==> src/hw/rtl/lcwv_pkg.sv <==
// Shared types and constants for the Lab chroma-weighted vibrance pipeline.
`timescale 1ns / 1ps
`default_nettype none
package lcwv_pkg;

   localparam int StageCount        = 10;
   localparam int FrontStageCount   = 2;
   localparam int SqrtStageCount    = 4;
   localparam int SqrtStepsPerStage = 4;
   localparam int BoostStageCount   = 4;
   localparam int BoostFirst        = FrontStageCount + SqrtStageCount;
   localparam int PayloadDepth      = BoostFirst;

   // floor(x / 100) == (x * RecipMul) >> RecipShift for x < 2^23
   localparam int          RecipShift = 30;
   localparam logic [23:0] RecipMul   = 24'd10737419;
   localparam logic [22:0] RoundHalf  = 23'd50;

   localparam logic [1:0] ChanLumaA = 2'd2;
   localparam logic [1:0] ChanAll   = 2'd3;

   localparam logic CsrPercent  = 1'b0;
   localparam logic CsrChannels = 1'b1;

   localparam logic [6:0] PercentReset  = 7'd25;
   localparam logic [1:0] ChannelsReset = ChanAll;

   typedef struct packed {
      logic [14:0]        lightness;
      logic signed [15:0] chroma_a;
      logic signed [15:0] chroma_b;
      logic [15:0]        alpha;
      logic               last_pixel;
   } payload_type;

   typedef struct packed {
      logic [31:0] rad;
      logic [18:0] rem;
      logic [15:0] root;
   } sqrt_type;

endpackage
`default_nettype wire

==> src/hw/rtl/lcwv_front.sv <==
// Chroma squares and their sum, two pipeline stages.
`timescale 1ns / 1ps
`default_nettype none
module lcwv_front (
   input  wire logic               clock,
   input  wire logic [1:0]         stage_en,
   input  wire logic signed [15:0] chroma_a,
   input  wire logic signed [15:0] chroma_b,
   output logic [31:0]             sum_sq
);
   import lcwv_pkg::*;

   logic signed [31:0] asq_full;
   logic signed [31:0] bsq_full;
   logic [30:0]        asq_in;
   logic [30:0]        bsq_in;
   logic [30:0]        asq_ff;
   logic [30:0]        bsq_ff;
   logic [31:0]        sum_in;
   logic [31:0]        sum_ff;

   assign asq_full = chroma_a * chroma_a;
   assign bsq_full = chroma_b * chroma_b;
   assign asq_in   = asq_full[30:0];
   assign bsq_in   = bsq_full[30:0];
   assign sum_in   = {1'b0, asq_ff} + {1'b0, bsq_ff};

   always_ff @(posedge clock) begin
      if (stage_en[0]) begin
         asq_ff <= asq_in;
         bsq_ff <= bsq_in;
      end
      if (stage_en[1]) begin
         sum_ff <= sum_in;
      end
   end

   assign sum_sq = sum_ff;

endmodule
`default_nettype wire

==> config.mk <==
export PLATFORM = sky130hd
export DESIGN_NAME = lcwv_front
export DESIGN_NICKNAME = d
export VERILOG_FILES = /design/src/hw/rtl/lcwv_pkg.sv /design/src/hw/rtl/lcwv_front.sv
export SDC_FILE = /design/constraint.sdc
export NUM_CORES = 1
export LEC_CHECK = 0
export BUFFER_PORTS_ARGS = -buffer_cell sky130_fd_sc_hd__buf_2
export CORE_UTILIZATION = 28
export CTS_CLUSTER_SIZE = 16
export DETAILED_ROUTE_END_ITERATION = 8
export GPL_TIMING_DRIVEN = 0
export SLEW_MARGIN = 15
export SYNTH_ARGS = -nofsm -noshare
export SYNTH_HDL_FRONTEND = slang
export SYNTH_SLANG_ARGS = --single-unit
export TNS_END_PERCENT = 10
==> constraint.sdc <==
create_clock -name clock -period 15.74 [get_ports clock]
set_clock_uncertainty 0.15 [all_clocks]
set_input_delay 4.722 -clock clock [delete_from_list [all_inputs] [get_ports clock]]
set_output_delay 4.722 -clock clock [all_outputs]
set_load 0.05 [all_outputs]
* Word-level counts from Yosys, hierarchy flattened
Cells that the tools add are included.
** Operators by class
- Add/subtract/negate cells :: 1
- Multipliers :: 2
- Divide/modulo/power cells :: 0
- $lt $le $gt $ge :: 0
- Equality and inequality tests :: 0
- Shift operators :: 0
- Muxes and demuxes :: 0
- Bitwise logic cells :: 0
- Reductions and logical operators :: 0
** Operators by type and width (number)
- 16-bit by 16-bit multiplier with 31-bit output :: 2
- 31-bit by 31-bit adder with 32-bit output :: 1
** Word-level totals
- Register bits after elaboration :: 94
- Bits in latches :: 0
- Memory bits (writable) :: 0
- ROM bits :: 0
- Input port bits :: 35
- Output and inout port bits :: 32
- Logic and storage cells :: 6
- Memories kept :: 0

* Longest topological paths before layout
- Depth in word-level cells :: 1
- Mapped depth :: 25
- Mapped depth without buffers :: 23

* Worst setup path after synthesis
OpenSTA, ideal clock, no wires.
- Path kind :: in2reg
- From :: input chroma_b[15]
- To :: register bsq_ff[30] (data pin)
- Library setup time :: 270 ps
- Data arrival time :: 10716 ps
- Data required time :: 15320 ps
- Setup slack :: 4604 ps
- Stages :: 24
- Buffers on the path :: 3
- Cells stage by stage :: clkbuf_1 inv_1 clkbuf_1 nor2_1 fa_1 inv_1 fa_1 inv_1 fa_1 fa_1 fa_1 inv_1 fa_1 inv_1 ha_1 clkbuf_1 and4_1 a41o_1 a21oi_1 o21a_1 o31a_1 o21ai_1 a2111oi_0 nor3b_1
** Between the ends
- Cells in the longest elaborated chain, start to end :: 1
** RTL lines
- from (decl) :: RTL line lcwv_front.sv:8 : input wire logic signed [15:0] chroma_b,
- 16-bit by 16-bit multiplier with 31-bit output :: RTL line lcwv_front.sv:23 : assign bsq_full = chroma_b * chroma_b;
- net bsq_full[30] :: RTL line lcwv_front.sv:14 : logic signed [31:0] bsq_full;
- to (signal assigned) :: RTL line lcwv_front.sv:31 : bsq_ff <= bsq_in;
- to (decl) :: RTL line lcwv_front.sv:18 : logic [30:0] bsq_ff;
The timed path passes the listed nets, and every way through them passes these cells.
A chain may end at the register's enable or synchronous reset.

* Worst setup path after layout
Same ends and word-level chain as after synthesis.

==> impl_metrics.ini <==
[global_route]
grt_pass1_vias = 15700
grt_max_degree = 61
antenna_found_initial = 3
gr-usage-all-layers = 0.129
grt.overflow.total = 0
grt_pass1_wl_um = 78800

[cts]
clk_pin_slew_ns = 0.07
cts_sinks = 92
cts_resized = 0
cts_tree = done
cts_hold_buf = 0
post_cts.repair.setup_buffers = 0
h-tree-depth = 3
insertion_delay_ns = 0.35
numCtsBuffers = 9
cts_buffer_depth = 2
root_buffer = clkbuf_16

[synth]
synth_edf_count = 92
ys_ff_latch = 92
synth_area_um2 = 21400
ys.flop_type = edfxtp_1
yosysSeqAreaShare = 0.129
yosys_warnings = 0
synth.avg_cell_area_um2 = 9.70
synth_cell_type_count = 61
syn-instance-count = 2210
syn_nets = 2903
async_flop_share = 0

[routing]
wire_per_inst_um = 14.4
drtIter0Drc = 662
vias = 14500
dr.pass1.iters = 5
wirelength_um = 47000
drc = 0
via_per_inst = 4.42
ant_nets = 0

[layout]
fill_cells = 8017
final_cell_mix = inv_1 (651), fa_1 (459), ha_1 (199)
final_common_cell = inv_1
drive_gt1_frac = 0.0459
areaGrowthSynthToFinish_pct = 8.55
fin_nets = 2977

[timing]
post-route-period-util = 0.764
hold_viol = 0
rsz0062_at_grt = false
fin_setup_tns_ns = 0
max-slew-margin-rel = 0.462
tightest_slew_ns = 0.808
setup_viol = 0
fmax_ghz = 0.0831
min_period_ns = 12.03
drv_slew = 0

[placed_design]
place_congestion = 0.879
io_buffers = 63
post-dp-hpwl_um = 41300

[min_path]
hp-class = reg -> reg
hold_depth = 1
worstHoldStart = asq_ff[0]$_DFFE_PP_
min_to = sum_sq[1]$_DFFE_PP_

[worst_setup_path]
crit_path_start_kind = input pin
worstPathMaxFanout = 10
path_cells = clkbuf_1 -> inv_1 -> clkbuf_1 -> nor2_1 -> fa_1 -> inv_1 -> fa_1 -> inv_1 -> fa_1 -> fa_1 -> fa_1 -> inv_1 -> fa_1 -> inv_1 -> ha_1 -> clkbuf_1 -> and4_1 -> a41o_1 -> a21oi_1 -> o21a_1 -> o31a_1 -> o21ai_1 -> a2111oi_0 -> nor3b_1
cp.required_ns = 15.68
r2r-start = asq_ff[10]$_DFFE_PP_
rrSetupSlack_ns = 12.37
cp_num_cells = 24
worstSetupPathType = in -> reg
r2r_cells = 9
max_stage_delay_ns = 0.71
worst_path_max_delay_cell = fa_1
critical-path-top-delay-family = adder cells
critPathArrivalTime_ns = 11.97
cpMostUsedCell = fa_1
reg2reg_to = sum_sq[31]$_DFFE_PP_
path_buf_inv = 8
end_kind = flop

[floorplan]
die_h_um = 279
initial_utilization = 0.283
row_count = 101
die_w_um = 279
pin_count = 67
coreArea_um2 = 75800
die-area_um2 = 77700

[job]
cap_violations = 0

[outcome]
status = completed
[routing by layer]
metal,share of wire,wire length [um],GRT usage
met1,0.44,20900,0.173
met2,0.49,23000,0.220
met3,0.056,2650,0.0231
met5,0,0,0
met4,0.0097,456,0.0170
[area by class of cell]
class / instances / area, um^2 / area share
multi-input combinational: 1417 / 16000 / 0.689
sequential: 92 / 2760 / 0.119
inverter: 655 / 2460 / 0.106
tap: 978 / 1220 / 0.0526
timing repair buffer: 63 / 318 / 0.0137
clock buffer: 9 / 225 / 0.00968
buffer: 46 / 173 / 0.00742
clock inverter: 7 / 62.6 / 0.00269
antenna: 1 / 2.50 / 0.000108
[kinds of logic (layout without fill, tap and decap cells)]
group                      after synthesis  count (layout)  share of synthesized area
muxes                                    2               2                    0.00105
buffers and inverters                  701             780                      0.123
xor gates and xnor gates               100             100                     0.0409
and+or+nand+nor                        449             449                     0.0964
DFF                                     92              92                      0.129
AOI/OAI and AO/OA                      208             208                     0.0652
adders and majority gates              658             658                      0.545
other                                    0               1                          0
[cells in the mapped netlist (all sizes together), types with 11 or more instances]
cell type / count / share of area
nand2b: 13 / 0.0038
a21oi: 61 / 0.014
a31o: 11 / 0.0045
a211oi: 15 / 0.0053
fa: 459 / 0.43
edfxtp: 92 / 0.13
inv: 652 / 0.11
xnor2: 75 / 0.031
nand2: 174 / 0.030
o21ai: 36 / 0.0084
nor2: 119 / 0.021
clkbuf: 46 / 0.0081
o21a: 12 / 0.0042
xor2: 25 / 0.010
a21o: 21 / 0.0074
nor3: 17 / 0.0040
and2: 66 / 0.019
ha: 199 / 0.12
[stage by stage]
stage | utilization | area, um^2 | setup slack [ns] | hold WS [ns] | std cells
2_1_floorplan | - | 21400 | 4.60 | 0.363 | 2210
3_3_place_gp | 0.303 | 23000 | 3.40 | 0.395 | 3251
3_5_place_dp | 0.303 | 23000 | 3.38 | 0.403 | 3251
4_1_cts | 0.307 | 23300 | 3.74 | 0.419 | 3267
5_1_grt | 0.307 | 23300 | 3.25 | 0.425 | 3267
6_report | 0.307 | 23300 | 3.71 | 0.411 | 3268
[worst max-delay path by stage]
stage / start / to / slack, ns
floorplan: chroma_b[15] / bsq_ff[30]$_DFFE_PP_ / 4.60
global placement: chroma_b[15] / bsq_ff[30]$_DFFE_PP_ / 3.40
detailed placement: chroma_b[15] / bsq_ff[30]$_DFFE_PP_ / 3.38
CTS: chroma_b[15] / bsq_ff[30]$_DFFE_PP_ / 3.74
global route: chroma_b[15] / bsq_ff[30]$_DFFE_PP_ / 3.25
finish: chroma_b[15] / bsq_ff[30]$_DFFE_PP_ / 3.71
[registers in the layout (all words and copies together) (netlist names)]
name / cells
bsq_ff: 30
asq_ff: 30
sum_sq: 32
[worst register-to-register path, stage by stage, from the launching register on]
cell      delay [ns]
edfxtp_1        0.38
ha_1            0.36
a21oi_1         0.16
o21ai_1         0.14
or3_1           0.38
o211ai_1        0.49
a21boi_1        0.24
o21ai_0         0.41
a31oi_1         0.16
or2_1           0.25
Power is left out: the tool's default activity adds up to more than one toggle a clock period on the data nets, which glitch-free logic cannot reach.
