### src/hw/rtl/lcwv_pkg.sv
// Shared types and constants for the Lab chroma-weighted vibrance pipeline.
`timescale 1ns / 1ps
`default_nettype none
package lcwv_pkg;

   localparam int StageCount        = 10;
   localparam int FrontStageCount   = 2;
   localparam int SqrtStageCount    = 4;
   localparam int SqrtStepsPerStage = 4;
   localparam int BoostStageCount   = 4;
   localparam int BoostFirst        = FrontStageCount + SqrtStageCount;
   localparam int PayloadDepth      = BoostFirst;

   // floor(x / 100) == (x * RecipMul) >> RecipShift for x < 2^23
   localparam int          RecipShift = 30;
   localparam logic [23:0] RecipMul   = 24'd10737419;
   localparam logic [22:0] RoundHalf  = 23'd50;

   localparam logic [1:0] ChanLumaA = 2'd2;
   localparam logic [1:0] ChanAll   = 2'd3;

   localparam logic CsrPercent  = 1'b0;
   localparam logic CsrChannels = 1'b1;

   localparam logic [6:0] PercentReset  = 7'd25;
   localparam logic [1:0] ChannelsReset = ChanAll;

   typedef struct packed {
      logic [14:0]        lightness;
      logic signed [15:0] chroma_a;
      logic signed [15:0] chroma_b;
      logic [15:0]        alpha;
      logic               last_pixel;
   } payload_type;

   typedef struct packed {
      logic [31:0] rad;
      logic [18:0] rem;
      logic [15:0] root;
   } sqrt_type;

endpackage
`default_nettype wire

### src/hw/rtl/lcwv_isqrt_stage.sv
// One stage of the pipelined integer square root: several root bits per stage.
`timescale 1ns / 1ps
`default_nettype none
module lcwv_isqrt_stage (
   input  wire logic               clock,
   input  wire logic               load,
   input  wire lcwv_pkg::sqrt_type d,
   output lcwv_pkg::sqrt_type      q
);
   import lcwv_pkg::*;

   sqrt_type step_in;
   sqrt_type step_ff;

   always_comb begin
      logic [31:0] rad;
      logic [18:0] rem;
      logic [15:0] root;
      logic [18:0] trial;
      rad  = d.rad;
      rem  = d.rem;
      root = d.root;
      for (int k = 0; k < SqrtStepsPerStage; k++) begin
         rem   = {rem[16:0], rad[31:30]};
         rad   = {rad[29:0], 2'b00};
         trial = {1'b0, root, 2'b01};
         if (rem >= trial) begin
            rem  = rem - trial;
            root = {root[14:0], 1'b1};
         end else begin
            root = {root[14:0], 1'b0};
         end
      end
      step_in.rad  = rad;
      step_in.rem  = rem;
      step_in.root = root;
   end

   always_ff @(posedge clock) begin
      if (load) begin
         step_ff <= step_in;
      end
   end

   assign q = step_ff;

endmodule
`default_nettype wire

### config.mk
export PLATFORM = sky130hd
export DESIGN_NAME = lcwv_isqrt_stage
export DESIGN_NICKNAME = d
export VERILOG_FILES = /design/src/hw/rtl/lcwv_pkg.sv /design/src/hw/rtl/lcwv_isqrt_stage.sv
export SDC_FILE = /design/constraint.sdc
export NUM_CORES = 1
export LEC_CHECK = 0
export BUFFER_PORTS_ARGS = -buffer_cell sky130_fd_sc_hd__buf_2
export CORE_ASPECT_RATIO = 1.4
export CORE_MARGIN = 3
export CORE_UTILIZATION = 25
export DETAILED_ROUTE_END_ITERATION = 16
export SYNTH_ARGS = -nofsm -noshare
export SYNTH_HDL_FRONTEND = slang
export SYNTH_SLANG_ARGS = --single-unit
### constraint.sdc
create_clock -name clock -period 35.1 [get_ports clock]
set_input_delay 7.02 -clock clock [delete_from_list [all_inputs] [get_ports clock]]
set_output_delay 7.02 -clock clock [all_outputs]
set_load 0.005 [all_outputs]
# [Yosys cells after proc, flatten, opt, wreduce, memory -nomap -nowiden]
# Index checks and enable logic that the tools add are counted.
[word_totals] ff_bits=59 wordCells=19
[classes] addsub=4 order_cmp=4 n_mux=8
[op_table] cell=">= comparator 19 x 18 -> 1 bit" count=4
[op_table] cell="two-way mux 17 bit" count=3
[op_table] cell="subtractor 17 bit" count=3
[op_table] cell="two-way mux 19 bit" count=1
[op_table] cell="subtractor 19 x 18 -> 19 bit" count=1
[op_table] cell="two-way mux 1 bit" count=4

# [Depth between registers and ports, before layout]
[logic_depth] ltp_word=8 mapped_depth=54 ltp_nobuf=47

# [Worst setup path before layout]
# OpenSTA, ideal clock, no wires.
[synth_path] path_kind="input to register" startpoint="input d[8] (netlist bit)" endpoint="register step_ff (netlist bit q[20]) (data pin)" setup_ps=268 n_path_buf=11 setup_slack_ps=18683 t_arrival_ps=16149 required_ps=34832 path_stages=47 path_cell_list="inv_1 ha_1 and4_1 o2111a_1 a211oi_4 nor2_2 or2_0 clkbuf_1 clkbuf_1 clkbuf_1 a21oi_1 ha_1 and4_1 and3_1 a211o_1 a211oi_1 o31ai_1 a211o_1 [11 not listed] nor3_1 a21oi_1 or3_1 buf_6 clkbuf_1 mux2_2 ha_1 clkbuf_1 a21oi_1 o21ai_0 a21o_1 a21o_1 a21oi_1 o31a_1 and3_1 buf_6 clkbuf_1 o21ai_0"
[synth_lines] element="from (decl)" line_no="lcwv_isqrt_stage.sv:7" text="input wire lcwv_pkg::sqrt_type d,"
[synth_lines] element="to (signal assigned)" line_no="lcwv_isqrt_stage.sv:41" text="step_ff <= step_in;"
[synth_lines] element="to (decl)" line_no="lcwv_isqrt_stage.sv:13" text="sqrt_type step_ff;"

==> metrics.md <==
| Metric | Value |
|---|---|
| Mapped Avg Cell Area | `8.48 sq um` |
| Hold depth | `1` |
| Die Height | `roughly 190 microns` |
| Synth area leader | `edfxtp_1` |
| Hold EP | `q[56]` |
| Compound-Gate Fraction of Synth Area | `roughly a quarter` |
| GRT overflow | `0` |
| Sw Ratio | `a little under half` |
| Biggest cell delay along the critical path | `between 800 and 900 ps` |
| Setup repair after global routing missed its margin | `false` |
| DRC errors left | `0` |
| Rows | `68` |
| Max_slew headroom | `~34%` |
| Die area | `27300 sq um` |
| GPL Wtd Cong | `between 0.9 and 1` |
| Post-synthesis xor/xnor area fraction | `a little under 8%` |
| CTS sink count | `roughly 60` |
| Top post-synthesis cells by area | `edfxtp_1 28%, ha_1 14%, a21oi_1 6.8%` |
| ANT nets after route | `0` |
| Hold Crit Class | `in2reg` |
| Ys flop type | `edfxtp_1` |
| Post-layout min period | `around 18000 ps` |
| Worst Setup End Kind | `register` |
| CTS buffer count | `9` |
| Flop pwr share | `around 16%` |
| Power Density | `approximately 98 nW/um^2` |
| Dpl hpwl | `roughly 15000 microns` |
| Comb pwr share | `72.5%` |
| Initial antenna violation count | `1` |
| Setup Slack @ Placement | `approximately 17000 ps` |
| Fin crit share | `between 50% and 60%` |
| Fin. Hold Viols | `0` |
| CTS Buffer Depth | `2` |
| First-pass GRT wire length | `roughly 29000 microns` |
| Number of I/O port buffers | `roughly 130` |
| Fmax | `roughly 55 MHz` |
| Leak pwr | `0.00334 uW` |
| Async set-reset flop share out of synthesis | `0%` |
| Initial core utilization | `between 20% and 30%` |
| Largest net degree at the start of global routing | `60` |
| Number of synthesized flops with an enable pin | `between 50 and 60` |
| Wire per inst | `15.9 microns` |
| Gates resized, CTS repair | `0` |
| Post-CTS setup buffers | `0` |
| Simple-Gate Fraction of Synth Area | `17.9%` |
| CP startpoint kind | `primary input` |
| Status | `complete, no violations` |
| Max FFs per register | `59` |
| H-tree levels | `3` |
| Pre-antenna DRT Iters | `5` |
| Cell Int Power | `between 300 and 400 uW` |
| Starting DRT DRC Count | `approximately 360` |
| Antenna cell count | `0` |
| Fin. max-slew vios | `0` |
| Netlist cell types | `70` |
| Nets | `1004` |
| Hold Startpoint | `d[48]` |
| Clock power share | `about 11%` |
| Number of vias per cell | `around 5.0` |
| Clock-pin slew of the registers on the worst-case setup and hold paths | `50 ps` |
| Syn. warnings | `0` |
| Fillers | `around 2.7k` |
| Final setup fails | `0` |
| Core Footprint | `roughly 25000 sq um` |
| Number of global-route vias before repair | `approximately 5.8k` |
| Setup TNS | `0 ps` |
| Root buffer cell | `clkbuf_16` |
| Critical path class | `in2reg` |
| I/O Pins | `approximately 140` |
| Worst Path Required | `about 35000 ps` |
| Worst Setup Slack, final | `approximately 17000 ps` |
| DRT Wirelength | `18800 microns` |
| PnR Total Power | `about 740 uW` |
| Cell Area, Synth | `~6300 sq um` |
| Multiplexer share of the synthesized area | `under 10%` |
| Yosys top cell area share | `27.9%` |
| Switch Pwr | `approximately 350 uW` |
| Layout cells sized above 1 | `between 10% and 20%` |
| Post-Syn Instances | `roughly 750` |
| CTS tree | `done` |
| Max-cap viol count | `0` |
| Fraction of the mapped netlist area in adder cells | `roughly 14%` |
| Worst-margin pin slew | `993 ps` |
| Die width | `between 100 and 150 microns` |
| CP max stage cell | `and3_1` |
| Cts hold-fix bufs | `0` |
| CP Data Arrival Time | `between 15000 and 20000 ps` |
| Flops & latches, synth | `59` |
| Main combinational cell family by area after synthesis | `compound AO/OA/AOI/OAI gates` |
| Register area share after synthesis | `between 20% and 30%` |
| Via count | `between 5k and 6k` |
| Area Overhead vs Synth | `18.5%` |
| Crit path max fanout | `28` |
| Total Routing Usage GR | `a little over an eighth` |
| Maximum VDD drop | `around 0.056 mV` |
-- synth_stat cells, types with 3 or more instances --
master and instances:
a21oi_1 86, ha_1 72, nand2_1 67, edfxtp_1 59
nor2_1 59, o21ai_0 58, inv_1 39, xnor2_1 31
a21o_1 28, xor2_1 26, nor3_1 16, nand3_1 15
nand2b_1 14, clkbuf_1 13, mux2_2 11, and3_1 10
nor2b_1 9, buf_4 8, o21bai_1 8, a211oi_1 7
nand4_1 7, and4_1 5, buf_2 5, mux2i_1 5
nor3b_1 5, o21a_1 5, o31ai_1 5, a21boi_0 4
o211ai_1 4, or2_2 4, a211o_1 3, a311oi_1 3
a31oi_1 3, buf_6 3, nor4_1 3
-- logic make-up (layout without fill, tap and decap cells) --
group | after synthesis | count (layout)
adder cells (fa/ha/maj) | 72 | 72
flip-flops | 59 | 59
multiplexers | 17 | 17
XOR/XNOR | 57 | 57
buffers and inverters | 72 | 184
AO/OA/AOI/OAI | 239 | 239
other | 1 | 8
AND/OR/NAND/NOR | 231 | 231
-- power by group through the flow --
stage	Clock (uW)	Sequential, uW	Combinational [uW]
floorplan	0	124	400
global placement	0	121	524
detailed placement	0	121	528
CTS	87.0	120	531
global route	90.9	121	592
finish	83.0	120	534
-- per-layer routing --
metal	wire, microns	track usage, %	up-vias
met3	969	1.94	29
met1	8090	15.9	2702
li1	-	-	2971
met4	398	3.91	2
met2	9360	23.8	175
met5	18	0	-
-- cell type report --
| cell class | instances | area [sq um] | share of cell area (%) |
|---|---|---|---|
| Tap cell | 315 | 394 | 5.24 |
| Multi-Input combinational cell | 624 | 4270 | 56.7 |
| Inverter | 41 | 155 | 2.06 |
| Clock buffer | 9 | 225 | 3.00 |
| Clock inverter | 6 | 57.6 | 0.766 |
| Timing Repair Buffer | 128 | 648 | 8.62 |
| Sequential cell | 59 | 1770 | 23.6 |
-- cell usage in the layout (no fill, tap or decap), types with 28 or more instances in the layout --
cell | synthesis | layout
nor2_1 | 59 | 59
a21oi_1 | 86 | 86
a21o_1 | 28 | 28
xnor2_1 | 31 | 31
o21ai_0 | 58 | 58
inv_1 | 39 | 39
edfxtp_1 | 59 | 59
nand2_1 | 67 | 67
ha_1 | 72 | 72
buf_2 | 5 | 125
-- worst max-delay path: cells and delay by family --
kind	cells	cell delay (ps)
buffers and inverters	7	1390
AOI/OAI and AO/OA	15	3560
muxes	2	630
xor gates and xnor gates	1	170
and+or+nand+nor	12	3950
adders and majority gates	4	1600
-- metrics by stage --
stage	hold WS (ps)	util (%)	std cells	cell area (sq um)
final	6870	30.3	1182	7520
after global routing	6850	30.3	1182	7520
after CTS	6840	30.3	1182	7520
after detailed placement	7200	29.1	1167	7230
after global placement	7200	29.1	1167	7230
after floorplan	7120	-	755	6370
-- worst max-delay path by stage --
stage | slack, ps | startpoint | to | cells past startpoint
floorplan | 18680 | d[8] | q[20] | 47
detailed placement | 16500 | d[0] | q[33] | 41
finish | 16820 | d[0] | q[33] | 41
global route | 15770 | d[0] | q[33] | 41
global placement | 16650 | d[0] | q[33] | 41
CTS | 16800 | d[0] | q[33] | 41
Note: power is estimated with default switching activity, not from simulation.
