## config.mk

```make
export PLATFORM = sky130hd
export DESIGN_NAME = lcwv_boost
export DESIGN_NICKNAME = d
export VERILOG_FILES = /design/src/hw/rtl/lcwv_pkg.sv /design/src/hw/rtl/lcwv_boost.sv
export SDC_FILE = /design/constraint.sdc
export NUM_CORES = 2
export LEC_CHECK = 0
export ABC_AREA = 1
export BUFFER_PORTS_ARGS = -buffer_cell sky130_fd_sc_hd__buf_2
export CORE_MARGIN = 10
export CORE_UTILIZATION = 40
export DETAILED_ROUTE_END_ITERATION = 12
export PLACE_DENSITY = 0.67
export SYNTH_ARGS = -nofsm -noshare
export SYNTH_HDL_FRONTEND = slang
export SYNTH_SLANG_ARGS = --single-unit
```

## constraint.sdc

```tcl
create_clock -name clock -period 12.3 [get_ports clock]
set_clock_uncertainty 0.1 [all_clocks]
set_input_delay 1.23 -clock clock [delete_from_list [all_inputs] [get_ports clock]]
set_output_delay 1.23 -clock clock [all_outputs]
set_load 0.05 [all_outputs]
```

## src/hw/rtl/lcwv_pkg.sv

```systemverilog
// Shared types and constants for the Lab chroma-weighted vibrance pipeline.
`timescale 1ns / 1ps
`default_nettype none
package lcwv_pkg;

   localparam int StageCount        = 10;
   localparam int FrontStageCount   = 2;
   localparam int SqrtStageCount    = 4;
   localparam int SqrtStepsPerStage = 4;
   localparam int BoostStageCount   = 4;
   localparam int BoostFirst        = FrontStageCount + SqrtStageCount;
   localparam int PayloadDepth      = BoostFirst;

   // floor(x / 100) == (x * RecipMul) >> RecipShift for x < 2^23
   localparam int          RecipShift = 30;
   localparam logic [23:0] RecipMul   = 24'd10737419;
   localparam logic [22:0] RoundHalf  = 23'd50;

   localparam logic [1:0] ChanLumaA = 2'd2;
   localparam logic [1:0] ChanAll   = 2'd3;

   localparam logic CsrPercent  = 1'b0;
   localparam logic CsrChannels = 1'b1;

   localparam logic [6:0] PercentReset  = 7'd25;
   localparam logic [1:0] ChannelsReset = ChanAll;

   typedef struct packed {
      logic [14:0]        lightness;
      logic signed [15:0] chroma_a;
      logic signed [15:0] chroma_b;
      logic [15:0]        alpha;
      logic               last_pixel;
   } payload_type;

   typedef struct packed {
      logic [31:0] rad;
      logic [18:0] rem;
      logic [15:0] root;
   } sqrt_type;

endpackage
`default_nettype wire

```

## src/hw/rtl/lcwv_boost.sv

```systemverilog
// Vibrance factor, lightness and chroma scaling, and the output register.
`timescale 1ns / 1ps
`default_nettype none
module lcwv_boost (
   input  wire logic                  clock,
   input  wire logic [3:0]            stage_en,
   input  wire logic [15:0]           root,
   input  wire lcwv_pkg::payload_type pay,
   input  wire logic [6:0]            percent,
   input  wire logic [1:0]            channels,
   output logic [14:0]                out_lightness,
   output logic signed [15:0]         out_chroma_a,
   output logic signed [15:0]         out_chroma_b,
   output logic [15:0]                out_alpha,
   output logic                       out_last_pixel
);
   import lcwv_pkg::*;

   function automatic logic [15:0] sat_chroma(input logic neg, input logic [17:0] m);
      logic [17:0] nm;
      logic [15:0] r;
      nm = ~m + 18'd1;
      if (neg) begin
         r = (m > 18'd32768) ? 16'h8000 : nm[15:0];
      end else begin
         r = (m > 18'd32767) ? 16'h7FFF : m[15:0];
      end
      return r;
   endfunction

   // stage 6: percent times chroma weight
   logic [22:0] pm_in;
   logic [22:0] pm_ff;
   payload_type pay6_ff;

   // stage 7: reciprocal multiply for the divide by hundred
   logic [46:0] qp_in;
   logic [46:0] qp_ff;
   payload_type pay7_ff;

   // stage 8: factor applied to lightness and both chroma magnitudes
   logic [15:0] f16;
   logic [16:0] gain;
   logic [15:0] amag;
   logic [15:0] bmag;
   logic [30:0] lprod_in;
   logic [32:0] aprod_in;
   logic [32:0] bprod_in;
   logic [30:0] lprod_ff;
   logic [32:0] aprod_ff;
   logic [32:0] bprod_ff;
   payload_type pay8_ff;

   // stage 9: rounding, clamping and channel select
   logic [31:0] lsum;
   logic [13:0] ldec;
   logic [14:0] lnew;
   logic [33:0] asum;
   logic [33:0] bsum;
   logic [15:0] anew;
   logic [15:0] bnew;
   logic [14:0] lightness_in;
   logic [15:0] chroma_a_in;
   logic [15:0] chroma_b_in;
   logic [14:0] lightness_ff;
   logic [15:0] chroma_a_ff;
   logic [15:0] chroma_b_ff;
   logic [15:0] alpha_ff;
   logic        last_ff;

   assign pm_in = percent * root + RoundHalf;
   assign qp_in = pm_ff * RecipMul;

   assign f16      = qp_ff[RecipShift+15:RecipShift];
   assign gain     = {1'b0, f16} + 17'h10000;
   assign amag     = pay7_ff.chroma_a[15] ? (~pay7_ff.chroma_a + 16'd1) : pay7_ff.chroma_a;
   assign bmag     = pay7_ff.chroma_b[15] ? (~pay7_ff.chroma_b + 16'd1) : pay7_ff.chroma_b;
   assign lprod_in = pay7_ff.lightness * f16;
   assign aprod_in = amag * gain;
   assign bprod_in = bmag * gain;

   assign lsum = {1'b0, lprod_ff} + 32'h0002_0000;
   assign ldec = lsum[31:18];
   assign lnew = ({1'b0, ldec} >= pay8_ff.lightness) ? 15'd0
                                                     : pay8_ff.lightness - {1'b0, ldec};
   assign asum = {1'b0, aprod_ff} + 34'h0_0000_8000;
   assign bsum = {1'b0, bprod_ff} + 34'h0_0000_8000;
   assign anew = sat_chroma(pay8_ff.chroma_a[15], asum[33:16]);
   assign bnew = sat_chroma(pay8_ff.chroma_b[15], bsum[33:16]);

   always_comb begin
      lightness_in = pay8_ff.lightness;
      chroma_a_in  = pay8_ff.chroma_a;
      chroma_b_in  = pay8_ff.chroma_b;
      if (channels >= ChanLumaA) begin
         lightness_in = lnew;
         chroma_a_in  = anew;
         if (channels >= ChanAll) begin
            chroma_b_in = bnew;
         end
      end
   end

   always_ff @(posedge clock) begin
      if (stage_en[0]) begin
         pm_ff   <= pm_in;
         pay6_ff <= pay;
      end
      if (stage_en[1]) begin
         qp_ff   <= qp_in;
         pay7_ff <= pay6_ff;
      end
      if (stage_en[2]) begin
         lprod_ff <= lprod_in;
         aprod_ff <= aprod_in;
         bprod_ff <= bprod_in;
         pay8_ff  <= pay7_ff;
      end
      if (stage_en[3]) begin
         lightness_ff <= lightness_in;
         chroma_a_ff  <= chroma_a_in;
         chroma_b_ff  <= chroma_b_in;
         alpha_ff     <= pay8_ff.alpha;
         last_ff      <= pay8_ff.last_pixel;
      end
   end

   assign out_lightness  = lightness_ff;
   assign out_chroma_a   = chroma_a_ff;
   assign out_chroma_b   = chroma_b_ff;
   assign out_alpha      = alpha_ff;
   assign out_last_pixel = last_ff;

endmodule
`default_nettype wire

```

# Word-level counts from Yosys, hierarchy flattened
# Cells that the tools add are included.
dict set report word_totals {
  register_bits 422
  out_inout_bits 64
  elab_cells 64
}
dict set report classes {
  add_sub_neg 10
  n_mul 5
  n_lt_le_gt_ge 7
  muxes 13
  bitwise_logic 4
}
# cell count
set ops {}
lappend ops {{16-bit 2-to-1 mux} 11}
lappend ops {{33-bit by 16-bit adder with 34-bit output, second input constant} 2}
lappend ops {{16-bit by 17-bit multiplier with 33-bit output} 2}
lappend ops {{16-bit by 1-bit adder with 16-bit output, second input constant} 4}
lappend ops {{16-bit NOT} 4}
lappend ops {{23-bit by 24-bit multiplier with 46-bit output, second input constant} 1}
lappend ops {{18-bit by 15-bit greater-than comparator with 1-bit output, second input constant} 2}
lappend ops {{18-bit by 16-bit greater-than comparator with 1-bit output, second input constant} 2}
lappend ops {{31-bit by 18-bit adder with 32-bit output, second input constant} 1}
lappend ops {{15-bit by 16-bit multiplier with 31-bit output} 1}
lappend ops {{15-bit 2-to-1 mux} 2}
lappend ops {{23-bit by 6-bit adder with 23-bit output, second input constant} 1}
lappend ops {{7-bit by 16-bit multiplier with 23-bit output} 1}
lappend ops {{16-bit by 17-bit adder with 17-bit output, second input constant} 1}
lappend ops {{14-bit by 15-bit >= comparator with 1-bit output} 1}
lappend ops {{15-bit by 14-bit subtractor with 15-bit output} 1}
lappend ops {{2-bit >= comparator, second input constant} 2}

# Logic depth before layout (Yosys ltp)
dict set report logic_depth {
  word_depth 7
  mapped_depth 37
}

# Worst setup path after synthesis
# Ideal clock, no wire load.
dict set report synth_path {
  path_type {flip-flop to flip-flop}
  start {register pay7_ff[33] (netlist bit)}
  end {register aprod_ff[32], data pin}
  setup_ns 0.252
  t_arrival_ns 6.217
  required_time_ns 11.948
  slack_ns 5.730
  stages_incl_launch_ff 31
  synth_period_minus_slack_ns 6.570
  cell_sequence {edfxtp_1 > clkbuf_2 > inv_1 > ha_1 > inv_1 > nor4_1 > nand2_1 > inv_1 > a31oi_1 > xnor2_2 > nor2_1 > fa_1 > inv_1 > fa_1 > inv_1 > fa_1 > fa_1 > fa_1 > inv_1 > fa_1 > inv_1 > ha_1 > nand2_1 > nor2_1 > inv_1 > nor2_1 > inv_1 > o21bai_1 > nand3_1 > nand3_1 > nand2_1}
}
dict set report synth_between {
  elab_chain_len 4
}
# item line
set synth_rtl {}
lappend synth_rtl {{start, declared} lcwv_boost.sv:39} ;# payload_type pay7_ff;
lappend synth_rtl {{start signal, assigned} lcwv_boost.sv:111} ;# pay7_ff <= pay6_ff;
lappend synth_rtl {{16-bit NOT} lcwv_boost.sv:76} ;# assign amag = pay7_ff.chroma_a[15] ? (~pay7_ff.chroma_a + 16'd1) : pay7_ff.chroma_a;
lappend synth_rtl {{16-bit by 1-bit adder with 16-bit output} lcwv_boost.sv:76}
lappend synth_rtl {{16-bit 2-to-1 mux *} lcwv_boost.sv:76}
lappend synth_rtl {{16-bit by 17-bit multiplier with 33-bit output *} lcwv_boost.sv:79} ;# assign aprod_in = amag * gain;
lappend synth_rtl {{named net aprod_in[32]} lcwv_boost.sv:47} ;# logic [32:0] aprod_in;
lappend synth_rtl {{end signal, assigned} lcwv_boost.sv:115} ;# aprod_ff <= aprod_in;
lappend synth_rtl {{end, declared} lcwv_boost.sv:50} ;# logic [32:0] aprod_ff;
# Mark *: on every way through the listed nets, which the timed path passes. The rest lies on a longest branch.
# A chain may end at the register's enable or synchronous reset.

# Worst setup path after layout
dict set report layout_path {
  start {register pay7_ff[33] (netlist bit)}
  end {register aprod_ff[30], data pin}
}
# Same word-level chain as after synthesis.

==> impl_results.md <==
* FF+latch count, synth at 345
* Vias in the first global route at 42,860
* Post-CTS sizing at 0
* CP dominant cell by count: inv_1
* Vias post-DR at 40,510
* Synth Net Count at 7,768
* Nets@finish at 7,841
* Worst-path clk slew at 70 ps
* WL final at 142,800 um
* Post-synth EDFFs at between 300 and 400
* Synth top cells by count: inv_1, nand2_1, fa_1
* CP Capture Point: aprod_ff[30]
* Startpoint Class: register
* Crit end category: register
* Total gr overflow at 0
* Worst hold path type: register to register
* Busiest grt layer: met2
* Sequential cell area at 0.01036 sq mm
* CTS H-tree lvls at 2
* Final setup violation count at 0
* Status: finished clean
* Synth top area share at about a third
* Routed Antenna Nets at 0
* Minimum clock period at 7807 ps
* Clk Tree Root Cell: clkbuf_16
* GPL Wtd Cong at 0.9464
* Pin count of the biggest net entering global routing at 63
* Hold Fails Final Rpt at 0
* First-pass DRT Iterations at 6
* I/O pins at 158
* Clk Latency, worst-skew pair at roughly 610 ps
* Yosys warning count at 0
* Area grow syn2layout at 7.324%
* Cell row count at 134
* Share of layout cells above drive strength 1 at around 5.3%
* Critical path fanouts, max at 17
* Mean post-synth cell area at between 8 and 9 sq um
* Tot GR Track Use at 18.98%
* Crit path required time at 12,560 ps
* Die W at 387.2 um
* Asr flop ratio synth at 0%
* Most common cell in the netlist: inv_1
* Floorplan core area at 0.1338 sq mm
* Max-slew violations at 0
* Worst Tran Pin Value at 1067 ps
* CTS Hold Bufs at 0
* DP HPWL at between 100,000 and 150,000 um
* CTS Sinks at 345
* Met1 usage at 24.09%
* Post-synthesis cell count at 6,209
* Die Y at about 390 um
* Crit-path slowest cell: edfxtp_1
* Cts bufs inserted at 41
* Critical R2R Launch: pay7_ff[33]
* Reg2Reg Setup Slack at 4490 ps
* CP Class: register to register
* Multi-input gate area at 0.03723 sq mm
* Initial core utilization at between 40% and 50%
* Largest stage delay on the critical path at 660 ps
* Drt drc at 0
* RSZ-0062 raised after global routing: no
* Die Area at 0.1500 sq mm
* CP Launch Point: pay7_ff[33]
* Hold slack at approximately 310 ps
* Synth Flop Type: edfxtp_1
* CTS tree: built
* Initial antenna violation count at 0
* Register area share after synthesis at 19.20%
* Critical path arrival at ~8000 ps
* M2 GR Usage at 33.44%
* R2r endpoint: aprod_ff[30]
* Drt initial violations at between 2,000 and 3,000
* Global-route met3 utilization at 2.787%
* Tcrit/Tclk final at 63.47%
* Routed len/inst at 17.67 um
* First-pass GRT wire length at 230,900 um
* Final TNS setup at 0 ps
* Achievable Freq at 128.1 MHz
* Relative slew slack at 28.89%
* Reg2Reg Depth at 29
* # port buffers at 157
* Mapped cell area at about 0.054 sq mm
* Vias per inst at 5.012
* Fillers at 13,110
* Setup Fix Bufs, Post-CTS at 0
* Synth top area cells: fa_1, edfxtp_1, ha_1, inv_1, nand2_1
* Clk buf depth at 3
* Yosys top cell by area: fa_1
* Synth cell types at 54
* Max_cap viols at 0
==> how the worst min path moves through the flow <==
stage	startpoint	to	cells after the start
floorplan	pay8_ff[1]	out_alpha[0]	0
global placement	pay7_ff[2]	pay8_ff[2]	0
detailed placement	pay8_ff[13]	out_alpha[12]	0
CTS	pay6_ff[24]	pay7_ff[24]	0
global route	pay6_ff[24]	pay7_ff[24]	0
finish	pay8_ff[8]	out_alpha[7]	0
==> stage by stage <==
| step | setup WS [ps] | utilization (%) | cells | cell area [sq um] |
|---|---|---|---|---|
| after CTS | 4537 | 43.27 | 8082 | 57900 |
| after global routing | 3942 | 43.27 | 8082 | 57900 |
| final | 4493 | 43.28 | 8083 | 57900 |
| after global placement | 4671 | 42.26 | 8007 | 56540 |
| after detailed placement | 4564 | 42.26 | 8007 | 56540 |
| after floorplan | 5730 | - | 6209 | 53950 |
==> cell type report <==
cell class	instances	area share, %
clock buffers	46	1.804
clock inverters	29	0.5446
multi-input cells	4185	64.30
flip-flops and latches	345	17.89
well taps	1768	3.821
repair buffers	188	1.776
diodes	1	0.004322
inverters	1521	9.861
==> flip-flops by register name, summed over array words and instances (netlist names) <==
signal	cells
aprod_ff	18
out_last_pixel	1
pm_ff	23
out_lightness	15
bprod_ff	18
pay7_ff	64
out_chroma_b	16
qp_ff	16
pay8_ff	64
out_chroma_a	16
lprod_ff	14
pay6_ff	64
out_alpha	16
==> routing by layer <==
layer	vias up	wire [um]	share of wire (%)
li1	19070	-	-
met1	19970	59690	42
met2	1246	70730	50
met3	224	8229	5.8
met4	0	4196	2.9
met5	-	0	0
==> critical path: cells and delay by family, from the launching register on <==
kind	cells	cell delay (ps)
adder cells (fa/ha/maj)	8	3490
AND/OR/NAND/NOR	10	1820
buffers and inverters	8	1030
flip-flops	1	660
AO/OA/AOI/OAI	2	300
XOR/XNOR	1	130
==> cells by family after synthesis <==
family,Yosys count,share of synthesized area [%]
AOI/OAI and AO/OA,521,5.348
xor gates and xnor gates,116,1.911
adders and majority gates,1465,45.97
buffers and inverters,1679,11.79
DFF,345,19.20
and+or+nand+nor,2083,15.77
==> cells in the final DEF (no fill, tap or decap), types with 13 or more instances in the layout <==
cell type and instances:
nand3_1 141, inv_1 1503, nor3_1 38, xnor2_1 23, nand2_2 19, nand2_1 1248, buf_2 153, a21oi_1 233
o21ai_0 168, clkbuf_16 41, a21o_1 22, nand3_2 13, nor2_1 518, fa_1 862, a31oi_1 22, clkinv_1 17
ha_1 603, nand4_1 45, xor2_1 91, o21bai_1 21, buf_4 35, edfxtp_1 345, or2_2 14, nor4_1 13
Power is left out: the tool's default activity adds up to more than one toggle a clock period on the data nets, which glitch-free logic cannot reach.
