**src/hw/rtl/lcwv_pkg.sv**
```systemverilog
// Shared types and constants for the Lab chroma-weighted vibrance pipeline.
`timescale 1ns / 1ps
`default_nettype none
package lcwv_pkg;

   localparam int StageCount        = 10;
   localparam int FrontStageCount   = 2;
   localparam int SqrtStageCount    = 4;
   localparam int SqrtStepsPerStage = 4;
   localparam int BoostStageCount   = 4;
   localparam int BoostFirst        = FrontStageCount + SqrtStageCount;
   localparam int PayloadDepth      = BoostFirst;

   // floor(x / 100) == (x * RecipMul) >> RecipShift for x < 2^23
   localparam int          RecipShift = 30;
   localparam logic [23:0] RecipMul   = 24'd10737419;
   localparam logic [22:0] RoundHalf  = 23'd50;

   localparam logic [1:0] ChanLumaA = 2'd2;
   localparam logic [1:0] ChanAll   = 2'd3;

   localparam logic CsrPercent  = 1'b0;
   localparam logic CsrChannels = 1'b1;

   localparam logic [6:0] PercentReset  = 7'd25;
   localparam logic [1:0] ChannelsReset = ChanAll;

   typedef struct packed {
      logic [14:0]        lightness;
      logic signed [15:0] chroma_a;
      logic signed [15:0] chroma_b;
      logic [15:0]        alpha;
      logic               last_pixel;
   } payload_type;

   typedef struct packed {
      logic [31:0] rad;
      logic [18:0] rem;
      logic [15:0] root;
   } sqrt_type;

endpackage
`default_nettype wire

```
**src/hw/rtl/lcwv_pipe_ctrl.sv**
```systemverilog
// Valid bits and per-stage load enables for the item pipeline.
`timescale 1ns / 1ps
`default_nettype none
module lcwv_pipe_ctrl (
   input  wire logic                          clock,
   input  wire logic                          reset,
   input  wire logic                          in_valid,
   output logic                               in_stall,
   output logic                               out_valid,
   input  wire logic                          out_stall,
   output logic [lcwv_pkg::StageCount-1:0]    stage_en
);
   import lcwv_pkg::*;

   logic [StageCount-1:0] valid_ff;
   logic [StageCount-1:0] valid_in;

   always_comb begin
      logic ready;
      ready = !out_stall;
      for (int i = StageCount - 1; i >= 0; i--) begin
         stage_en[i] = !valid_ff[i] || ready;
         ready       = stage_en[i];
      end
   end

   always_comb begin
      valid_in[0] = stage_en[0] ? in_valid : valid_ff[0];
      for (int i = 1; i < StageCount; i++) begin
         valid_in[i] = stage_en[i] ? valid_ff[i-1] : valid_ff[i];
      end
   end

   always_ff @(posedge clock) begin
      if (reset) begin
         valid_ff <= '0;
      end else begin
         valid_ff <= valid_in;
      end
   end

   assign in_stall  = !stage_en[0];
   assign out_valid = valid_ff[StageCount-1];

endmodule
`default_nettype wire

```
**config.mk**
```make
export PLATFORM = sky130hd
export DESIGN_NAME = lcwv_pipe_ctrl
export DESIGN_NICKNAME = d
export VERILOG_FILES = /design/src/hw/rtl/lcwv_pkg.sv /design/src/hw/rtl/lcwv_pipe_ctrl.sv
export SDC_FILE = /design/constraint.sdc
export NUM_CORES = 1
export LEC_CHECK = 0
export ABC_AREA = 1
export BUFFER_PORTS_ARGS = -buffer_cell sky130_fd_sc_hd__buf_2
export CAP_MARGIN = 20
export CORE_AREA = 3 3 40 42
export CTS_CLUSTER_DIAMETER = 150
export DETAILED_ROUTE_END_ITERATION = 10
export DIE_AREA = 0 0 43 45
export GPL_ROUTABILITY_DRIVEN = 1
export PLACE_DENSITY_LB_ADDON = 0.05
export SLEW_MARGIN = 20
export SYNTH_ARGS = -nofsm -noshare
export SYNTH_HDL_FRONTEND = slang
export SYNTH_SLANG_ARGS = --single-unit
```
**constraint.sdc**
```tcl
create_clock -name clock -period 1.4 [get_ports clock]
set_clock_uncertainty 0.1 [all_clocks]
set_input_delay 0.28 -clock clock [delete_from_list [all_inputs] [get_ports clock]]
set_output_delay 0.28 -clock clock [all_outputs]
set_load 0.01 [all_outputs]
```
== After elaboration in Yosys (flattened, before gate mapping) ==
Index checks and enable logic that the tools add are counted.

* Input bits: 4
* Output and inout port bits: 12
* Flip-flop bits (word level): 10

* Reduce and logical (&&, ||, !) cells: 22

{| class="wikitable"
|+ Operators by type and width
! cell !! number
|-
| $logic_not 1->1 || 12
|-
| $logic_or 1x1->1 || 10
|}

== Longest topological paths before layout ==
Gate-level depths: netlist (run 1).

* Word-level depth: 12
* Mapped depth: 6
* Gate-level depth less buffers: 6

== Worst setup path after synthesis (run 1) ==
No wires, ideal clock.

* Path kind: reg2out
* Start: register valid_ff[9]
* End: output port in_stall
* Required time: 1.020 ns
* Buffers on the path: 0
* Data arrival time: 1.212 ns
* Slack: -0.192 ns
* Stages on the path, launching flop included: 7
* Cells stage by stage: dfxtp_1 > nand3_2 > nor2_4 > nand4_4 > nor2_4 > nand4_4 > inv_1

* Longest elaborated chain between the ends: 12

{| class="wikitable"
|+ Ends and longest elaborated chain
! element !! RTL line !! source
|-
| from (decl) || lcwv_pipe_ctrl.sv:15 || <nowiki>logic [StageCount-1:0] valid_ff;</nowiki>
|-
| from (signal assigned) || lcwv_pipe_ctrl.sv:38 || <nowiki>valid_ff <= valid_in;</nowiki>
|-
| $logic_not 1->1 || lcwv_pipe_ctrl.sv:22 || <nowiki>stage_en[i] = !valid_ff[i] || ready;</nowiki>
|-
| $logic_or 1x1->1 (2 in series) || lcwv_pipe_ctrl.sv:22 ||
|-
| net stage_en (one bit) || lcwv_pipe_ctrl.sv:11 || <nowiki>output logic [lcwv_pkg::StageCount-1:0] stage_en</nowiki>
|-
| $logic_or 1x1->1 (4 in series) || lcwv_pipe_ctrl.sv:22 ||
|-
| net stage_en (one bit) || lcwv_pipe_ctrl.sv:11 ||
|-
| $logic_or 1x1->1 (4 in series) || lcwv_pipe_ctrl.sv:22 ||
|-
| net stage_en (one bit) || lcwv_pipe_ctrl.sv:11 ||
|-
| $logic_not 1->1 || lcwv_pipe_ctrl.sv:42 || <nowiki>assign in_stall = !stage_en[0];</nowiki>
|-
| to (decl) || lcwv_pipe_ctrl.sv:8 || <nowiki>output logic in_stall,</nowiki>
|}

The timed path passes the listed nets, and every way through them passes these cells.

== Worst setup path after layout (run 1) ==
* Start: register valid_ff[9]
* End: output port in_stall

* Longest elaborated chain between the ends: 12

{| class="wikitable"
|+ Ends and longest elaborated chain
! element !! RTL line
|-
| $logic_not 1->1 || lcwv_pipe_ctrl.sv:22
|-
| $logic_or 1x1->1 (10 in series) || lcwv_pipe_ctrl.sv:22
|-
| $logic_not 1->1 || lcwv_pipe_ctrl.sv:42
|}

Every way passes these cells.

==> results.py, run 1 <==
metrics = {
    "critical_path": {
        "slowest_delay_ps": 360,
        "crit_family": "simple AND/OR/NAND/NOR gates",
        "crit_slowest_cell": "dfxtp_4",
        "reg2reg_from": "valid_ff[9]",
        "cp-end-kind": "output pin",
        "worstPathMaxFanout": 5,
        "ff2ff_setup_slack_ps": -60,
        "cp.required_ps": 1020,
        "r2r_cells": 8,
        "crit_type": "flop to output pin",
        "cp_data_arrival_time_ps": 1380,
        "worst-path-buf-inv": 2,
        "crit_start": "valid_ff[9]",
        "r2r_end": "valid_ff[0]",
        "cp-start-kind": "flop",
        "cp_cell_sequence": "nand3_4, nor2_4, nand4_4, nor2_4, nand4_4, inv_2, buf_6",
    },
    "routing": {
        "drt_iter0_drc": 2,
        "dr.pass1.iters": 2,
        "vias": 382,
        "via_per_inst": 4.20,
        "ant_nets": 0,
        "wl_per_cell_um": 9.30,
        "drc": 0,
        "drt_wl_total_um": 846,
    },
    "floorplanning": {
        "start_util_pct": 32.5,
        "rows": 13,
        "ios": 16,
        "die_area_sq_um": 1940,
        "core_area_sq_um": 1280,
        "chipWidth_um": 43,
        "die_y_um": 45,
    },
    "clock_tree": {
        "clk_pin_slew_ps": 60,
        "numClockSinks": 10,
        "cts_buffers": 3,
        "htreeDepth": 1,
        "cts_root_buf": "clkbuf_4",
        "clk_path_buf_depth": 2,
        "clk_latency_ps": 260,
        "tritoncts": "done",
    },
    "worst_hold_path": {
        "hold_depth": 3,
        "min_from": "in_valid",
        "hold_path_end": "valid_ff[0]",
        "min_path_type": "input port to flop",
    },
    "power_and_ir_drop": {
        "ir_drop_v": 0.000425,
        "power_density_nw_per_um2": 806,
        "p_leak_nw": 0.296,
        "finalPower_mw": 0.560,
    },
    "layout": {
        "final_cell_mix": "inv_1, buf_2, buf_4",
        "fillers": 127,
        "instances_no_fill": 91,
        "nNetsFinal": 81,
        "top_regs": "valid_ff x10",
        "drive_above_1_share_pct": 59.2,
        "top_register": "valid_ff",
        "antenna_cells": 0,
        "largest_reg_flops": 10,
        "final_area_sq_um": 694,
        "syn_to_final_growth_pct": 66.2,
    },
    "yosys": {
        "synth_top_area_share_pct": 47.9,
        "synth_nets": 49,
        "yosys.area.top_type": "dfxtp_1",
        "synthCells": 45,
        "synth_area_leaders": "dfxtp_1, inv_1, nand4_4",
        "syn_area_sq_um": 418,
        "ys_seq_area_share_pct": 47.9,
        "yosys_warnings": 0,
        "synth_area_per_cell_sq_um": 9.29,
        "synth-seq-cells": 10,
        "ys_types": 11,
    },
    "placement": {
        "dp_slack_ps": -172,
        "port_buffers": 15,
        "dp_hpwl_um": 641,
        "place_area_sq_um": 572,
        "placed_cells": 81,
        "gp_congestion": 0.629,
    },
    "flow_run": {
        "cap_violations": 0,
    },
    "sta": {
        "hold_viol_final": 0,
        "drv_slew": 0,
        "finalSetupViolCount": 12,
        "period_share_pct": 126,
        "tns_ps": -2470,
        "rsz0062_at_grt": "yes",
        "finalCriticalPeriod_ps": 1760,
        "worst_pin_slew_ps": 218,
        "fmax_ghz": 0.568,
        "maxSlewHeadroom_pct": 85.5,
        "setup_slack_ps": -360,
    },
    "global_route": {
        "grt_overflow": 0,
        "antenna_found_initial": 0,
        "grt_max_degree": 11,
        "grtUsageTotal_pct": 10.7,
        "grt_pass1_wl_mm": 1.48,
        "grt_pass1_vias": 366,
    },
    "run_status": {
        "status": "complete, but fails checks",
        "violations": "setup timing",
    },
}
-- cell type report --
type	instances	area (sq um)	area share, %
clock buffer	4	36.3	5.23
inverter	12	45.0	6.49
multi-input combinational	22	176	25.4
sequential	10	205	29.5
tap	15	18.8	2.70
timing repair buffer	28	213	30.6
-- cell families after synthesis --
group / Yosys count / share of synthesized area [%]
and+or+nand+nor: 14 / 28.1
DFF: 10 / 47.9
buffers and inverters: 13 / 11.7
AOI/OAI and AO/OA: 8 / 12.3
-- cells in the mapped netlist --
library cell  count
nor2_4            2
nand3_2           2
dfxtp_1          10
nor2_1            4
nor2_2            1
a21oi_1           5
a21oi_2           3
clkbuf_1          1
inv_1            12
nand2_1           3
nand4_4           2
-- routing by layer --
layer  global-route usage (%)  part of all wire (%)  routed length, um  vias up
met4                     7.23                  0.47                  4        0
met1                     11.6                    43                361      167
met5                        0                     0                  0        -
li1                         -                     -                  -      200
met3                     2.39                   6.9                 58        2
met2                     18.6                    50                422       13
-- worst max path at each step --
stage | slack [ps] | to | depth (start not counted)
3_3_place_gp | -150 | in_stall | 8
6_report | -360 | in_stall | 7
5_1_grt | -470 | in_stall | 7
4_1_cts | -380 | in_stall | 7
2_1_floorplan | -100 | in_stall | 6
3_5_place_dp | -170 | in_stall | 8
-- metrics by stage --
step | hold WS, ps | utilization (%)
after detailed placement | 382 | 44.5
final | 161 | 54.0
after floorplan | 324 | -
after global placement | 370 | 44.5
after CTS | 157 | 53.2
after global routing | 164 | 54.0
-- power by group --
| part | total, mW | internal (mW) | switching (mW) |
|---|---|---|---|
| logic | 0.0168 | 0.00656 | 0.0102 |
| clock network | 0.251 | 0.158 | 0.0930 |
| registers | 0.292 | 0.287 | 0.00538 |
| total | 0.560 | 0.451 | 0.109 |
-- repair_timing --
action	in CTS	in global routing
resized for setup	8	2
pin swaps	1	1
hold buffers	0	0
setup endpoints to repair	13	13
setup buffers	5	2
-- tightest hold or removal path, cell delays in order --
cell and delay, ps:
buf_2 90, inv_1 50, a21oi_2 50
Power figures use the tool's default switching activity.
==> inputs of run 2 (changes only) <==
--- a/config.mk
+++ b/config.mk
@@ -14,6 +14,7 @@
 export DIE_AREA = 0 0 43 45
 export GPL_ROUTABILITY_DRIVEN = 1
 export PLACE_DENSITY_LB_ADDON = 0.05
+export SETUP_SLACK_MARGIN = 0.5
 export SLEW_MARGIN = 20
 export SYNTH_ARGS = -nofsm -noshare
 export SYNTH_HDL_FRONTEND = slang
==> run 2 against run 1 <==
  * The run still ends with setup timing left
  * Critical path depth is the same
  * Fmax is essentially flat
  * Sequential share of layout area decreased by 4.0 points
  * Utilization rose by 8.6 points
  * Via count grew 9.9%
  * Sequential power about the same
  * Critical path type unchanged
  * Largest cell class unchanged
  * Highest routed layer unchanged
==> results.py, run 2 (synthesized netlist as in run 1, its figures left out) <==
metrics = {
    "routing": {
        "vias": 420,
        "drt_wl_total_mm": 1.03,
        "dr.pass1.iters": 1,
        "drc": 0,
        "ant_nets": 0,
        "via_per_inst": 4.20,
        "drt_iter0_drc": 0,
        "wl_per_cell_um": 10.3,
    },
    "layout": {
        "top_register": "valid_ff",
        "final_common_cell": "buf_6",
        "largest_reg_flops": 10,
        "fillers": 121,
        "instances_no_fill": 100,
        "final_cell_mix": "buf_6, buf_4, inv_1",
        "top_regs": "valid_ff x10",
        "multiInputGateArea_sq_um": 191,
        "fin_util_pct": 62.6,
        "antenna_cells": 0,
        "syn_to_final_growth_pct": 92.5,
        "drive_above_1_share_pct": 67.1,
        "final_area_sq_um": 805,
        "nNetsFinal": 90,
        "seq_area_sq_um": 205,
    },
    "power_and_ir_drop": {
        "p_leak_nw": 0.354,
        "power_density_nw_per_um2": 646,
        "ir_drop_v": 0.000472,
        "finalPower_mw": 0.519,
    },
    "run_status": {
        "violations": "setup timing",
        "status": "complete, but fails checks",
    },
    "sta": {
        "worst_pin_slew_ps": 241,
        "hold_viol_final": 0,
        "maxSlewHeadroom_pct": 83.9,
        "finalCriticalPeriod_ps": 1760,
        "finalSetupViolCount": 15,
        "drv_slew": 0,
        "period_share_pct": 126,
        "setup_slack_ps": -358,
        "tns_ps": -2970,
        "rsz0062_at_grt": "yes",
        "fmax_ghz": 0.569,
        "whs_ps": 156,
    },
    "critical_path": {
        "cp-end-kind": "output pin",
        "worstPathMaxFanout": 2,
        "crit_type": "flop to output pin",
        "cp-start-kind": "flop",
        "cp.required_ps": 1020,
        "reg2reg_from": "valid_ff[9]",
        "crit_start": "valid_ff[9]",
        "cp_data_arrival_time_ps": 1380,
    },
    "global_route": {
        "antenna_found_initial": 0,
        "grt_pass1_wl_mm": 1.66,
        "grtUsageTotal_pct": 11.9,
        "grt_overflow": 0,
        "grt_max_degree": 11,
        "grt_pass1_vias": 399,
    },
    "floorplanning": {
        "chipWidth_um": 43,
        "ios": 16,
        "die_y_um": 45,
        "die_area_sq_um": 1940,
        "rows": 13,
        "core_area_sq_um": 1280,
        "start_util_pct": 32.5,
    },
    "placement": {
        "dp_slack_ps": -140,
        "placed_cells": 83,
        "port_buffers": 15,
        "place_area_sq_um": 587,
        "gp_congestion": 0.614,
        "dp_hpwl_um": 592,
    },
    "clock_tree": {
        "cts_buffers": 3,
        "hold_buffers": 0,
        "tritoncts": "done",
        "clk_latency_ps": 260,
        "numClockSinks": 10,
        "cts_root_buf": "clkbuf_4",
        "clk_pin_slew_ps": 60,
        "htreeDepth": 1,
        "clk_path_buf_depth": 2,
    },
    "worst_hold_path": {
        "min_path_type": "input port to flop",
        "min_from": "in_valid",
    },
    "flow_run": {
        "cap_violations": 0,
    },
}
-- run 2: final timing paths --
check           endpoint  slack [ps]  cells after the start
max          stage_en[4]        -360                      7
min          valid_ff[0]         160                      3
min reg2reg  valid_ff[9]         370                      2
max reg2reg  valid_ff[1]        -150                      9
-- run 2: cell type report --
cell class                      count  share of cell area, %
Tap cell                           15                   2.33
Timing Repair Buffer               37                   39.5
Sequential cell                    10                   25.5
Multi-Input combinational cell     22                   23.8
Inverter                           12                   5.60
Clock buffer                        4                   3.27
-- run 2: worst max-delay path, cell delays in order, from the launching register on --
cell and delay (ps):
dfxtp_4 360, nand3_4 80, nor2_4 110, nand4_4 100
buf_4 150, buf_6 100, buf_6 100, buf_6 110
-- run 2: what timing repair did --
| action | in CTS | in global routing |
|---|---|---|
| hold endpoints to repair | 0 | 0 |
| gates resized for setup | 13 | 9 |
| pin swaps | 2 | 3 |
| setup endpoints to repair | 20 | 22 |
| setup buffers | 4 | 9 |
-- run 2: power breakdown --
part | total [mW] | internal (mW) | switching [mW]
clock | 0.206 | 0.110 | 0.0962
combinational | 0.0210 | 0.00860 | 0.0124
sequential | 0.292 | 0.287 | 0.00514
-- run 2: routing by layer --
layer  up-vias  routed length [um]  global-route usage, %
li1        219                   -                      -
met1       186                 393                   14.3
met2        13                 568                   18.6
met3         2                  60                   2.39
met4         0                   5                   9.04
met5         -                   0                      0
